### src/design/lla_pkg.sv
// Package: widths, register indexes, rule struct and row mask helper.
`default_nettype none

package lla_pkg;

   localparam int MAX_WIDTH   = 64;
   localparam int ROW_WIDTH_W = 7;
   localparam int RULE_W      = 9;
   localparam int COUNT_W     = 4;
   localparam int CSR_INDEX_W = 2;
   localparam int CSR_DATA_W  = 9;

   localparam logic [RULE_W-1:0]      BIRTH_RESET     = RULE_W'(8);
   localparam logic [RULE_W-1:0]      SURVIVAL_RESET  = RULE_W'(12);
   localparam logic [ROW_WIDTH_W-1:0] ROW_WIDTH_RESET = ROW_WIDTH_W'(MAX_WIDTH);

   typedef enum logic [CSR_INDEX_W-1:0] {
      CSR_BIRTH_MASK    = 2'd0,
      CSR_SURVIVAL_MASK = 2'd1,
      CSR_ROW_WIDTH     = 2'd2
   } csr_index_type;

   typedef struct packed {
      logic [RULE_W-1:0] birth;
      logic [RULE_W-1:0] survival;
   } rule_type;

   // Cells at or above the row width are forced dead.
   function automatic logic [MAX_WIDTH-1:0] width_mask(input logic [ROW_WIDTH_W-1:0] width);
      logic [MAX_WIDTH-1:0] mask;
      mask = '0;
      for (int i = 0; i < MAX_WIDTH; i++) begin
         mask[i] = (ROW_WIDTH_W'(i) < width);
      end
      return mask;
   endfunction

endpackage

`default_nettype wire

### src/design/lla_req_if.sv
// Interface: input row channel.
`default_nettype none

interface lla_req_if import lla_pkg::*; ();
   logic                 valid;
   logic                 ready;
   logic [MAX_WIDTH-1:0] row_cells;
   logic                 last_row;

   modport source (output valid, output row_cells, output last_row, input ready);
   modport sink   (input valid, input row_cells, input last_row, output ready);
endinterface

`default_nettype wire

### src/design/lla_rsp_if.sv
// Interface: next-generation row channel.
`default_nettype none

interface lla_rsp_if import lla_pkg::*; ();
   logic                 valid;
   logic                 ready;
   logic [MAX_WIDTH-1:0] next_row;
   logic                 last_out;

   modport source (output valid, output next_row, output last_out, input ready);
   modport sink   (input valid, input next_row, input last_out, output ready);
endinterface

`default_nettype wire

### src/design/lla_csr_if.sv
// Interface: configuration register write channel.
`default_nettype none

interface lla_csr_if import lla_pkg::*; ();
   logic                   valid;
   logic                   ready;
   logic [CSR_INDEX_W-1:0] index;
   logic [CSR_DATA_W-1:0]  data;

   modport source (output valid, output index, output data, input ready);
   modport sink   (input valid, input index, input data, output ready);
endinterface

`default_nettype wire

### src/design/lla_evolve.sv
// Neighbor count and birth/survival rule for all cells of one row in parallel.
`default_nettype none

module lla_evolve import lla_pkg::*; (
   input  logic [MAX_WIDTH-1:0] up,
   input  logic [MAX_WIDTH-1:0] mid,
   input  logic [MAX_WIDTH-1:0] down,
   input  logic [MAX_WIDTH-1:0] mask,
   input  rule_type             rule,
   output logic [MAX_WIDTH-1:0] next_row
);

   logic [MAX_WIDTH+1:0] up_pad;
   logic [MAX_WIDTH+1:0] mid_pad;
   logic [MAX_WIDTH+1:0] down_pad;

   // one dead cell on each side of the row
   assign up_pad   = {1'b0, up & mask, 1'b0};
   assign mid_pad  = {1'b0, mid & mask, 1'b0};
   assign down_pad = {1'b0, down & mask, 1'b0};

   always_comb begin
      logic [COUNT_W-1:0] count;
      logic [RULE_W-1:0]  sel;
      next_row = '0;
      for (int x = 0; x < MAX_WIDTH; x++) begin
         count = {3'b000, up_pad[x]}   + {3'b000, up_pad[x+1]}   + {3'b000, up_pad[x+2]}
               + {3'b000, mid_pad[x]}                            + {3'b000, mid_pad[x+2]}
               + {3'b000, down_pad[x]} + {3'b000, down_pad[x+1]} + {3'b000, down_pad[x+2]};
         sel = mid_pad[x+1] ? rule.survival : rule.birth;
         next_row[x] = sel[count] & mask[x];
      end
   end

endmodule

`default_nettype wire

### src/design/life_like_automaton_row_step.sv
// Top level: one generation of a life-like automaton over a stream of rows.
// Rows enter top to bottom on req_ch, one row per transaction, and one row per cycle is taken
// while the result side keeps up and no bottom row waits for its second pass. Each
// next-generation row leaves on rsp_ch once the row below it has arrived; the bottom row of
// a frame (last_row set) yields two result transactions, its upper neighbor and itself
// with last_out set, and since both go through the one shared neighbor-count unit that row
// occupies it for two passes. The row that completes a result is first held in the staging
// register, and the result then waits in the result register; the second result of a
// bottom row comes from the same staged rows. A single-row frame gives one result. Cells
// outside the grid and at or above row_width are dead. Configuration writes on csr_ch are
// always taken, and are meant to happen between frames with the block drained.
`default_nettype none

module life_like_automaton_row_step import lla_pkg::*; (
   input  logic      clock,
   input  logic      reset,
   lla_req_if.sink   req_ch,
   lla_rsp_if.source rsp_ch,
   lla_csr_if.sink   csr_ch
);

   // configuration
   logic [RULE_W-1:0]      birth_mask_ff, birth_mask_in;
   logic [RULE_W-1:0]      survival_mask_ff, survival_mask_in;
   logic [ROW_WIDTH_W-1:0] row_width_ff, row_width_in;

   // row window
   logic [MAX_WIDTH-1:0]   row_above_ff, row_above_in;
   logic [MAX_WIDTH-1:0]   row_middle_ff, row_middle_in;
   logic                   row_held_ff, row_held_in;

   // staging register
   logic                   st_valid_ff, st_valid_in;
   logic                   st_need_a_ff, st_need_a_in;
   logic                   st_need_b_ff, st_need_b_in;
   logic [MAX_WIDTH-1:0]   st_up_ff, st_up_in;
   logic [MAX_WIDTH-1:0]   st_mid_ff, st_mid_in;
   logic [MAX_WIDTH-1:0]   st_down_ff, st_down_in;

   // result register
   logic                   out_valid_ff, out_valid_in;
   logic [MAX_WIDTH-1:0]   out_row_ff, out_row_in;
   logic                   out_last_ff, out_last_in;

   logic                   req_fire;
   logic                   out_free;
   logic                   st_fire;
   logic                   st_done;
   logic [MAX_WIDTH-1:0]   wmask;
   logic [MAX_WIDTH-1:0]   row_in;
   logic [MAX_WIDTH-1:0]   ev_up;
   logic [MAX_WIDTH-1:0]   ev_mid;
   logic [MAX_WIDTH-1:0]   ev_down;
   logic [MAX_WIDTH-1:0]   ev_row;
   rule_type               rule;

   assign wmask    = width_mask(row_width_ff);
   assign row_in   = req_ch.row_cells & wmask;
   assign req_fire = req_ch.valid && req_ch.ready;
   assign out_free = !out_valid_ff || rsp_ch.ready;
   assign st_fire  = st_valid_ff && out_free;
   // a bottom row with an upper neighbor needs two passes
   assign st_done  = st_fire && !(st_need_a_ff && st_need_b_ff);

   assign req_ch.ready    = !st_valid_ff || st_done;
   assign csr_ch.ready    = 1'b1;
   assign rsp_ch.valid    = out_valid_ff;
   assign rsp_ch.next_row = out_row_ff;
   assign rsp_ch.last_out = out_last_ff;

   assign rule.birth    = birth_mask_ff;
   assign rule.survival = survival_mask_ff;

   // first pass: row above the incoming one; second pass: the bottom row itself
   assign ev_up   = st_need_a_ff ? st_up_ff   : st_mid_ff;
   assign ev_mid  = st_need_a_ff ? st_mid_ff  : st_down_ff;
   assign ev_down = st_need_a_ff ? st_down_ff : '0;

   lla_evolve u_evolve (
      .up       (ev_up),
      .mid      (ev_mid),
      .down     (ev_down),
      .mask     (wmask),
      .rule     (rule),
      .next_row (ev_row)
   );

   always_comb begin
      birth_mask_in    = birth_mask_ff;
      survival_mask_in = survival_mask_ff;
      row_width_in     = row_width_ff;
      if (csr_ch.valid) begin
         case (csr_ch.index)
            CSR_BIRTH_MASK:    birth_mask_in    = csr_ch.data;
            CSR_SURVIVAL_MASK: survival_mask_in = csr_ch.data;
            CSR_ROW_WIDTH:     row_width_in     = csr_ch.data[ROW_WIDTH_W-1:0];
            default: ;
         endcase
      end
   end

   always_comb begin
      row_above_in  = row_above_ff;
      row_middle_in = row_middle_ff;
      row_held_in   = row_held_ff;
      if (req_fire) begin
         if (req_ch.last_row) begin
            row_above_in  = '0;
            row_middle_in = '0;
            row_held_in   = 1'b0;
         end else begin
            row_above_in  = row_middle_ff;
            row_middle_in = row_in;
            row_held_in   = 1'b1;
         end
      end
   end

   always_comb begin
      st_valid_in  = st_valid_ff;
      st_need_a_in = st_need_a_ff;
      st_need_b_in = st_need_b_ff;
      st_up_in     = st_up_ff;
      st_mid_in    = st_mid_ff;
      st_down_in   = st_down_ff;
      if (req_fire) begin
         st_valid_in  = row_held_ff || req_ch.last_row;
         st_need_a_in = row_held_ff;
         st_need_b_in = req_ch.last_row;
         st_up_in     = row_above_ff;
         st_mid_in    = row_middle_ff;
         st_down_in   = row_in;
      end else if (st_done) begin
         st_valid_in = 1'b0;
      end else if (st_fire) begin
         st_need_a_in = 1'b0;
      end
   end

   always_comb begin
      out_valid_in = out_valid_ff;
      out_row_in   = out_row_ff;
      out_last_in  = out_last_ff;
      if (st_fire) begin
         out_valid_in = 1'b1;
         out_row_in   = ev_row;
         out_last_in  = !st_need_a_ff;
      end else if (rsp_ch.ready) begin
         out_valid_in = 1'b0;
      end
   end

   always_ff @(posedge clock) begin
      if (reset) begin
         birth_mask_ff    <= BIRTH_RESET;
         survival_mask_ff <= SURVIVAL_RESET;
         row_width_ff     <= ROW_WIDTH_RESET;
         row_above_ff     <= '0;
         row_middle_ff    <= '0;
         row_held_ff      <= 1'b0;
         st_valid_ff      <= 1'b0;
         st_need_a_ff     <= 1'b0;
         st_need_b_ff     <= 1'b0;
         out_valid_ff     <= 1'b0;
      end else begin
         birth_mask_ff    <= birth_mask_in;
         survival_mask_ff <= survival_mask_in;
         row_width_ff     <= row_width_in;
         row_above_ff     <= row_above_in;
         row_middle_ff    <= row_middle_in;
         row_held_ff      <= row_held_in;
         st_valid_ff      <= st_valid_in;
         st_need_a_ff     <= st_need_a_in;
         st_need_b_ff     <= st_need_b_in;
         out_valid_ff     <= out_valid_in;
      end
   end

   always_ff @(posedge clock) begin
      st_up_ff    <= st_up_in;
      st_mid_ff   <= st_mid_in;
      st_down_ff  <= st_down_in;
      out_row_ff  <= out_row_in;
      out_last_ff <= out_last_in;
   end

endmodule

`default_nettype wire

### src/flat_wrapper.sv
// flat-port wrapper written by rule: the top's interface ports become plain ports
module life_like_automaton_row_step_flat import lla_pkg::*;
  (clock, reset, req_ch_valid, req_ch_row_cells, req_ch_last_row, req_ch_ready, rsp_ch_valid, rsp_ch_next_row, rsp_ch_last_out, rsp_ch_ready, csr_ch_valid, csr_ch_index, csr_ch_data, csr_ch_ready);
  lla_req_if req_ch_i ();
  lla_rsp_if rsp_ch_i ();
  lla_csr_if csr_ch_i ();
  input  logic clock;
  input  logic reset;
  input wire logic [$bits(req_ch_i.valid)-1:0] req_ch_valid;
  input wire logic [$bits(req_ch_i.row_cells)-1:0] req_ch_row_cells;
  input wire logic [$bits(req_ch_i.last_row)-1:0] req_ch_last_row;
  output wire logic [$bits(req_ch_i.ready)-1:0] req_ch_ready;
  output wire logic [$bits(rsp_ch_i.valid)-1:0] rsp_ch_valid;
  output wire logic [$bits(rsp_ch_i.next_row)-1:0] rsp_ch_next_row;
  output wire logic [$bits(rsp_ch_i.last_out)-1:0] rsp_ch_last_out;
  input wire logic [$bits(rsp_ch_i.ready)-1:0] rsp_ch_ready;
  input wire logic [$bits(csr_ch_i.valid)-1:0] csr_ch_valid;
  input wire logic [$bits(csr_ch_i.index)-1:0] csr_ch_index;
  input wire logic [$bits(csr_ch_i.data)-1:0] csr_ch_data;
  output wire logic [$bits(csr_ch_i.ready)-1:0] csr_ch_ready;
  assign req_ch_i.valid = req_ch_valid;
  assign req_ch_i.row_cells = req_ch_row_cells;
  assign req_ch_i.last_row = req_ch_last_row;
  assign req_ch_ready = req_ch_i.ready;
  assign rsp_ch_valid = rsp_ch_i.valid;
  assign rsp_ch_next_row = rsp_ch_i.next_row;
  assign rsp_ch_last_out = rsp_ch_i.last_out;
  assign rsp_ch_i.ready = rsp_ch_ready;
  assign csr_ch_i.valid = csr_ch_valid;
  assign csr_ch_i.index = csr_ch_index;
  assign csr_ch_i.data = csr_ch_data;
  assign csr_ch_ready = csr_ch_i.ready;
  life_like_automaton_row_step u_core (.clock(clock), .reset(reset), .req_ch(req_ch_i), .rsp_ch(rsp_ch_i), .csr_ch(csr_ch_i));
endmodule
### config.mk
export PLATFORM = sky130hd
export DESIGN_NAME = life_like_automaton_row_step_flat
export DESIGN_NICKNAME = d
export VERILOG_FILES = /design/src/design/lla_pkg.sv /design/src/design/lla_req_if.sv /design/src/design/lla_rsp_if.sv /design/src/design/lla_csr_if.sv /design/src/design/lla_evolve.sv /design/src/design/life_like_automaton_row_step.sv /design/src/flat_wrapper.sv
export SDC_FILE = /design/constraint.sdc
export NUM_CORES = 2
export LEC_CHECK = 0
export ABC_AREA = 1
export BUFFER_PORTS_ARGS = -buffer_cell sky130_fd_sc_hd__buf_2
export CAP_MARGIN = 40
export CORE_MARGIN = 2
export CORE_UTILIZATION = 25
export DETAILED_ROUTE_END_ITERATION = 16
export PLACE_DENSITY = 0.41
export SLEW_MARGIN = 0
export SYNTH_ARGS = -nofsm -noshare
export SYNTH_HDL_FRONTEND = slang
export SYNTH_SLANG_ARGS = --single-unit
### constraint.sdc
create_clock -name clock -period 11.45 [get_ports clock]
set_input_delay 2.29 -clock clock [delete_from_list [all_inputs] [get_ports clock]]
set_output_delay 2.29 -clock clock [all_outputs]
set_load 0.02 [all_outputs]
# == After elaboration in Yosys (flattened, before gate mapping) ==
# Index checks and enable logic that the tools add are counted.
# Widths: inputs -> output; s select.
# totals
ff_bits,415
inputBits,81
out_inout_bits,68
wordCells,879
# op_classes
addsub,441
n_lt_le_gt_ge,128
eq_ne,3
n_mux,205
n_bitwise,68
n_reduce_logical,19
# op_table
op,n
$add 4x1->4,252
$mux 9,64
$lt 4x5->1 const B,64
$mux 64,5
$and 64x64->64,4
$bmux 1 s4,64
$add 3x1->4,63
$lt 6x7->1 const A,32
$add 2x1->3,63
$add 1x1->2,63
$lt 5x7->1 const A,16
$mux 1,72
$and 1x1->1,64
$lt 4x7->1 const A,8
$lt 3x7->1 const A,4
$lt 1x7->1 const A,2
$lt 2x7->1 const A,2
$reduce_and 2->1,4
$reduce_bool 2->1,3
$logic_and 1x1->1,4
$logic_not 1->1,4
$logic_or 1x1->1,3
$eq 2x1->1 const B,1
$eq 2x2->1 const B,1
2 further kinds,2

# == Depth between registers and ports, before layout ==
# logic_depth
depth_word,12
mapped_depth,25
ltp_nobuf,22

# == Modules after synthesis ==
# From an unflattened synthesis, not the netlist that was laid out.
# unflattened
hier_cells,5947
area_unflattened_um2,42056.6
# by_module_without_submodules
mod,n_inst,cells_each,area_each_um2,seq_area_each_um2
lla_evolve,1,4134,25440.6,0.0
life_like_automaton_row_step,1,1813,16615.9,10880.4

# == Worst setup path after synthesis ==
# Ideal clock, no wire load.
# synth_timing
kind,input to register
startpoint,in rsp_ch_ready
endpoint,reg u_core.st_down_ff[0] (enable)
setup_ns,0.545
arrival_ns,6.701
t_required_ns,10.905
setup_slack_ns,4.204
path_stages,7
path_buffers,1
cell_sequence,inv_1 nand2_1 a21oi_1 inv_1 nand2_1 buf_2 inv_1
# synth_via
elab_chain_cells,5
# synth_lines
item,line_no,text
start: declaration,flat_wrapper.sv:16,input wire logic [$bits(rsp_ch_i.ready)-1:0] rsp_ch_ready;
$logic_or 1x1->1,life_like_automaton_row_step.sv:60,assign out_free = !out_valid_ff || rsp_ch.ready;
$logic_and 1x1->1,life_like_automaton_row_step.sv:61,assign st_fire = st_valid_ff && out_free;
$logic_and 1x1->1,life_like_automaton_row_step.sv:63,assign st_done = st_fire && !(st_need_a_ff && st_need_b_ff);
$logic_or 1x1->1,life_like_automaton_row_step.sv:65,assign req_ch.ready = !st_valid_ff || st_done;
named net req_ch_ready,flat_wrapper.sv:12,output wire logic [$bits(req_ch_i.ready)-1:0] req_ch_ready;
$logic_and 1x1->1,life_like_automaton_row_step.sv:59,assign req_fire = req_ch.valid && req_ch.ready;
named net u_core.req_fire,life_like_automaton_row_step.sv:45,logic req_fire;
end signal: assignment,life_like_automaton_row_step.sv:182,st_down_ff <= st_down_in;
end: declaration,life_like_automaton_row_step.sv:38,"logic [MAX_WIDTH-1:0] st_down_ff, st_down_in;"
# The timed path passes the listed nets, and every way through them passes these cells.
# A chain may end at the register's enable or synchronous reset.

# == Final worst setup path ==
# layout_timing
startpoint,reg u_core.row_width_ff[6]
endpoint,reg u_core.out_row_ff[52] (netlist: u_core.rsp_ch.next_row[52]) (data pin)
# layout_via
elab_chain_cells,12
elab_cells_between_ends,17
classes_between,7 x add/sub; 3 x order compare; 3 x mux; 4 x bitwise
# layout_lines
item,line_no,text
start: declaration,life_like_automaton_row_step.sv:25,"logic [ROW_WIDTH_W-1:0] row_width_ff, row_width_in;"
start signal: assignment,life_like_automaton_row_step.sv:168,row_width_ff <= row_width_in;
$lt 6x7->1,lla_pkg.sv:33,mask[i] = (ROW_WIDTH_W'(i) < width);
$and 64x64->64,lla_evolve.sv:18,"assign up_pad = {1'b0, up & mask, 1'b0};"
$add 1x1->2,lla_evolve.sv:27,"count = {3'b000, up_pad[x]} + {3'b000, up_pad[x+1]} + {3'b000, up_pad[x+2]}"
$add 2x1->3,lla_evolve.sv:27,
$add 3x1->4,lla_evolve.sv:28,"+ {3'b000, mid_pad[x]} + {3'b000, mid_pad[x+2]}"
$add 4x1->4,lla_evolve.sv:28,
$add 4x1->4 (3 in a row),lla_evolve.sv:29,"+ {3'b000, down_pad[x]} + {3'b000, down_pad[x+1]} + {3'b000, down_pad[x+2]};"
$bmux 1 s4,lla_evolve.sv:31,next_row[x] = sel[count] & mask[x];
$mux 1 (not written as such),lla_evolve.sv:31,
$and 1x1->1 *,lla_evolve.sv:31,
named net u_core.ev_row[52],life_like_automaton_row_step.sv:54,logic [MAX_WIDTH-1:0] ev_row;
end signal: assignment,life_like_automaton_row_step.sv:183,out_row_ff <= out_row_in;
end: declaration,life_like_automaton_row_step.sv:42,"logic [MAX_WIDTH-1:0] out_row_ff, out_row_in;"
# The timed path passes the listed nets; every way through them passes the cells marked *. The select of a mux whose other input is x is not followed.

==> flow_results.xml <==
<?xml version="1.0" encoding="UTF-8"?>
<metrics>
  <group name="status">
    <metric name="outcome" unit="">complete, no violations</metric>
  </group>
  <group name="yosys">
    <metric name="ys_types" unit="">41</metric>
    <metric name="postSynthCellCount" unit="">5810</metric>
    <metric name="seq_cells_post_synth" unit="">415</metric>
    <metric name="post_synth.cell_area_avg" unit="um^2">6.96</metric>
    <metric name="yosys_warnings" unit="">0</metric>
    <metric name="synthesis.nets" unit="">6331</metric>
    <metric name="synth_area" unit="um^2">40400</metric>
    <metric name="synth_largest_type_area_fraction" unit="%">19.1</metric>
    <metric name="synth_top_cells_by_area" unit="">sky130_fd_sc_hd__edfxtp_1 (19%), sky130_fd_sc_hd__nand2_1 (15%), sky130_fd_sc_hd__fa_1 (12%), sky130_fd_sc_hd__inv_1 (8.1%), sky130_fd_sc_hd__nand3_1 (7.9%)</metric>
    <metric name="seq_area_frac_synth" unit="%">26.9</metric>
    <metric name="synthDominantAreaCellType" unit="">sky130_fd_sc_hd__edfxtp_1</metric>
  </group>
  <group name="worst_setup_path">
    <metric name="critPathCaptureType" unit="">flip-flop</metric>
    <metric name="timing.critical_path.fanout_max" unit="">47</metric>
    <metric name="timing.critical_path.max_delay_family" unit="">adder cells</metric>
    <metric name="critical_path.most_common_cell" unit="">sky130_fd_sc_hd__inv_1</metric>
    <metric name="worstPathCellList" unit="">nor2_2 &gt; buf_4 &gt; nor2_4 &gt; buf_4 &gt; inv_1 &gt; a21oi_1 &gt; inv_1 &gt; nor3_1 &gt; inv_1 &gt; fa_1 &gt; fa_1 &gt; inv_1 &gt; fa_1 &gt; ha_1 &gt; fa_1 &gt; inv_1 &gt; nand3_1 &gt; nand2_1 &gt; nand2_1 &gt; nand3_1 &gt; nand2_1 &gt; inv_1 &gt; nor2_1</metric>
    <metric name="cp.buffers_inverters" unit="">8</metric>
    <metric name="startpoint_type" unit="">flip-flop</metric>
    <metric name="cp_slowest_cell" unit="">sky130_fd_sc_hd__dfxtp_1</metric>
    <metric name="setup.worst_path.class" unit="">flip-flop to flip-flop</metric>
    <metric name="worst_ep_arrival_time" unit="ns">6.69</metric>
    <metric name="cp_data_required_time" unit="ns">11.88</metric>
    <metric name="cpPeakStageDelay" unit="ns">0.54</metric>
  </group>
  <group name="global_routing">
    <metric name="global_route_wire_length_before_repair" unit="um">247000</metric>
    <metric name="globalRouteOverflowTotal" unit="">0</metric>
    <metric name="antenna_found_initial" unit="">6</metric>
    <metric name="grt_max_degree" unit="">106</metric>
    <metric name="aggregate_global_route_resource_usage" unit="%">19.9</metric>
    <metric name="grt_pass1_vias" unit="">37386</metric>
  </group>
  <group name="clocking">
    <metric name="cts_repair_resize_count" unit="">0</metric>
    <metric name="clk_latency" unit="ns">0.68</metric>
    <metric name="cts_htree_levels" unit="">2</metric>
    <metric name="cts.clk_slew.worst_paths" unit="ns">0.06</metric>
    <metric name="cts_tree" unit="">done</metric>
    <metric name="ctsLongestPathBuffers" unit="">3</metric>
    <metric name="cts_root_buffer" unit="">sky130_fd_sc_hd__clkbuf_16</metric>
    <metric name="numCtsBuffers" unit="">55</metric>
    <metric name="cts_hold_repair_buffers" unit="">0</metric>
    <metric name="clock_tree_sinks" unit="">415</metric>
    <metric name="cts_setup_buffers" unit="">0</metric>
  </group>
  <group name="sta">
    <metric name="grt_setup_unrepaired" unit="">false</metric>
    <metric name="timing_worst_slew_pin_value" unit="ns">0.933</metric>
    <metric name="post-route-period-util" unit="%">54.7</metric>
    <metric name="setup_viol" unit="">0</metric>
    <metric name="max-slew-margin-rel" unit="%">37.8</metric>
    <metric name="timing_hold_violations_final" unit="">0</metric>
    <metric name="achievable-frequency" unit="GHz">0.160</metric>
    <metric name="fin_tns_setup" unit="ns">0</metric>
    <metric name="fin_skew" unit="ns">0.0285</metric>
    <metric name="final_slew_viol_count" unit="">0</metric>
    <metric name="layout_min_cycle_time" unit="ns">6.26</metric>
  </group>
  <group name="pwr">
    <metric name="cellPowerDensity" unit="nW/um^2">188</metric>
    <metric name="power.combinational.fraction" unit="%">54.8</metric>
    <metric name="report.power.total" unit="mW">8.52</metric>
    <metric name="share_clk_of_total_power" unit="%">23.4</metric>
    <metric name="static-leakage-power" unit="nW">22.4</metric>
    <metric name="power_switching_share" unit="%">45.0</metric>
    <metric name="max-vdd-ir-drop" unit="mV">0.113</metric>
    <metric name="sequential_share_of_power" unit="%">21.8</metric>
    <metric name="total_switching_power" unit="mW">3.84</metric>
    <metric name="p_int" unit="mW">4.69</metric>
  </group>
  <group name="drt">
    <metric name="routed_via_density" unit="">4.89</metric>
    <metric name="dr_total_vias" unit="">39068</metric>
    <metric name="route.detailed.wl_per_inst" unit="um">20.9</metric>
    <metric name="drt_pass_1_iters" unit="">6</metric>
    <metric name="routed_wl" unit="um">166000</metric>
    <metric name="drtAntennaViolNets" unit="">0</metric>
    <metric name="number_of_drc_markers_in_iteration_0" unit="">3604</metric>
    <metric name="drt_drc_violations_left" unit="">0</metric>
  </group>
  <group name="finish">
    <metric name="n_fill_cell" unit="">17707</metric>
    <metric name="finalNetCount" unit="">6295</metric>
    <metric name="post_route_cells_drive_above_1_share" unit="%">6.55</metric>
    <metric name="area.growth.synth_to_final" unit="%">12.2</metric>
    <metric name="most_frequent_standard_cell_in_the_layout_excluding_fill_and_tap_cells" unit="">sky130_fd_sc_hd__nand2_1</metric>
    <metric name="commonest_cells_after_routing_fill_and_taps_aside" unit="">sky130_fd_sc_hd__nand2_1 (1668), sky130_fd_sc_hd__inv_1 (863), sky130_fd_sc_hd__nand3_1 (642), sky130_fd_sc_hd__nor2_1 (364), sky130_fd_sc_hd__edfxtp_1 (257)</metric>
  </group>
  <group name="floorplanning">
    <metric name="initial_utilization" unit="%">25.2</metric>
    <metric name="floorplan.core_area" unit="um^2">161000</metric>
    <metric name="floorplan.io_pins" unit="">149</metric>
    <metric name="fp.dieArea" unit="um^2">165000</metric>
    <metric name="chipHeight" unit="um">406</metric>
    <metric name="floorplan.die.width" unit="um">406</metric>
    <metric name="row_count" unit="">147</metric>
  </group>
  <group name="place">
    <metric name="io_buffer_count" unit="">147</metric>
    <metric name="place_congestion" unit="">0.875</metric>
    <metric name="dp_hpwl" unit="um">112000</metric>
  </group>
  <group name="run">
    <metric name="drv_cap" unit="">0</metric>
  </group>
  <group name="worst_hold_path">
    <metric name="holdCritPathClass" unit="">flip-flop to flip-flop</metric>
  </group>
</metrics>
## final timing paths
path | startpoint | endpoint | slack [ns] | cells after the start
worst max-delay path | u_core.row_width_ff[6]$_SDFFE_PP1P_ | u_core.rsp_ch.next_row[52]$_DFFE_PP_ | 5.19 | 23
worst min-delay path | u_core.row_above_ff[52]$_SDFFE_PP0P_ | u_core.st_up_ff[52]$_DFFE_PP_ | 0.42 | 0
worst max register to register | u_core.row_width_ff[6]$_SDFFE_PP1P_ | u_core.rsp_ch.next_row[52]$_DFFE_PP_ | 5.19 | 23
worst min register to register | u_core.row_above_ff[52]$_SDFFE_PP0P_ | u_core.st_up_ff[52]$_DFFE_PP_ | 0.42 | 0
## cells in the mapped netlist, drive strengths merged
| cell | number |
|---|---|
| a21boi | 2 |
| a21o | 46 |
| a21oi | 215 |
| a22oi | 56 |
| a31oi | 17 |
| and2 | 2 |
| buf | 159 |
| clkbuf | 151 |
| clkinv | 4 |
| conb | 1 |
| dfxtp | 158 |
| edfxtp | 257 |
| fa | 251 |
| ha | 189 |
| inv | 874 |
| mux2i | 8 |
| nand2 | 1682 |
| nand3 | 643 |
| nand3b | 7 |
| nand4 | 251 |
| nor2 | 372 |
| nor3 | 92 |
| nor3b | 2 |
| nor4 | 2 |
| o2111ai | 2 |
| o211ai | 66 |
| o21a | 10 |
| o21ai | 218 |
| o21bai | 9 |
| o41ai | 1 |
| xnor2 | 5 |
| xor2 | 58 |
## through the flow
stage          utilization [%]  hold WS, ns  worst slack [ns]  instance area [um^2]  instances
3_3_place_gp              26.8        0.412              5.30                 43100       7862
5_1_grt                   28.3        0.428              4.78                 45400       7981
2_1_floorplan                -        0.409              4.20                 40400       5810
6_report                  28.3        0.422              5.19                 45400       7983
3_5_place_dp              27.0        0.415              5.25                 43300       7877
4_1_cts                   28.3        0.419              5.24                 45400       7981
## per-layer routing
metal | global-route usage [%] | up-vias | wire (um)
li1 | - | 18832 | -
met1 | 28.0 | 18785 | 77400
met4 | 5.15 | 0 | 4640
met2 | 32.0 | 1217 | 74500
met5 | 0 | - | 0
met3 | 2.63 | 234 | 9900
## worst reg2reg max path, stage by stage, from the launching register on
cell and delay, ns:
sky130_fd_sc_hd__dfxtp_1 0.54, sky130_fd_sc_hd__nor2_2 0.24, sky130_fd_sc_hd__buf_4 0.27, sky130_fd_sc_hd__nor2_4 0.44
sky130_fd_sc_hd__buf_4 0.51, sky130_fd_sc_hd__inv_1 0.28, sky130_fd_sc_hd__a21oi_1 0.27, sky130_fd_sc_hd__inv_1 0.15
sky130_fd_sc_hd__nor3_1 0.25, sky130_fd_sc_hd__inv_1 0.16, sky130_fd_sc_hd__fa_1 0.46, sky130_fd_sc_hd__fa_1 0.50
sky130_fd_sc_hd__inv_1 0.07, sky130_fd_sc_hd__fa_1 0.47, sky130_fd_sc_hd__ha_1 0.24, sky130_fd_sc_hd__fa_1 0.53
sky130_fd_sc_hd__inv_1 0.18, sky130_fd_sc_hd__nand3_1 0.09, sky130_fd_sc_hd__nand2_1 0.08, sky130_fd_sc_hd__nand2_1 0.05
sky130_fd_sc_hd__nand3_1 0.08, sky130_fd_sc_hd__nand2_1 0.06, sky130_fd_sc_hd__inv_1 0.05, sky130_fd_sc_hd__nor2_1 0.04
## area by class of cell
type	instances	area (um^2)	share of cell area [%]
Multi-Input combinational cell	4207	25000	55.1
Sequential cell	415	10900	24.1
Inverter	878	3310	7.29
Tap cell	2160	2700	5.96
Clock buffer	64	1480	3.27
Timing Repair Buffer	217	1410	3.10
Clock inverter	40	563	1.24
Antenna cell	2	5.00	0.0110
## power groups by stage
| stage | registers, mW | logic, mW | clock network [mW] |
|---|---|---|---|
| floorplan | 1.89 | 3.48 | 0 |
| detailed placement | 1.89 | 4.65 | 0 |
| CTS | 1.86 | 4.69 | 2.05 |
| finish | 1.86 | 4.67 | 1.99 |
| global route | 1.87 | 5.37 | 2.10 |
| global placement | 1.89 | 4.65 | 0 |
## cells by family after synthesis
group           synth area share (%)
simple gates                    32.4
buf+inv                         11.5
compound gates                  9.34
fa+ha+maj                       18.3
flops                           26.9
xor+xnor                        1.36
mux                            0.198
other cells                  0.00927
## sequential cells by signal, summed over array words and instances (netlist names), 7 cells and up
name	cells
u_core.rsp_ch.next_row	64
u_core.survival_mask_ff	9
u_core.row_above_ff	64
u_core.st_up_ff	64
u_core.birth_mask_ff	9
u_core.st_down_ff	64
u_core.st_mid_ff	64
u_core.row_middle_ff	64
u_core.row_width_ff	7
Note: power is estimated with default switching activity, not from simulation.
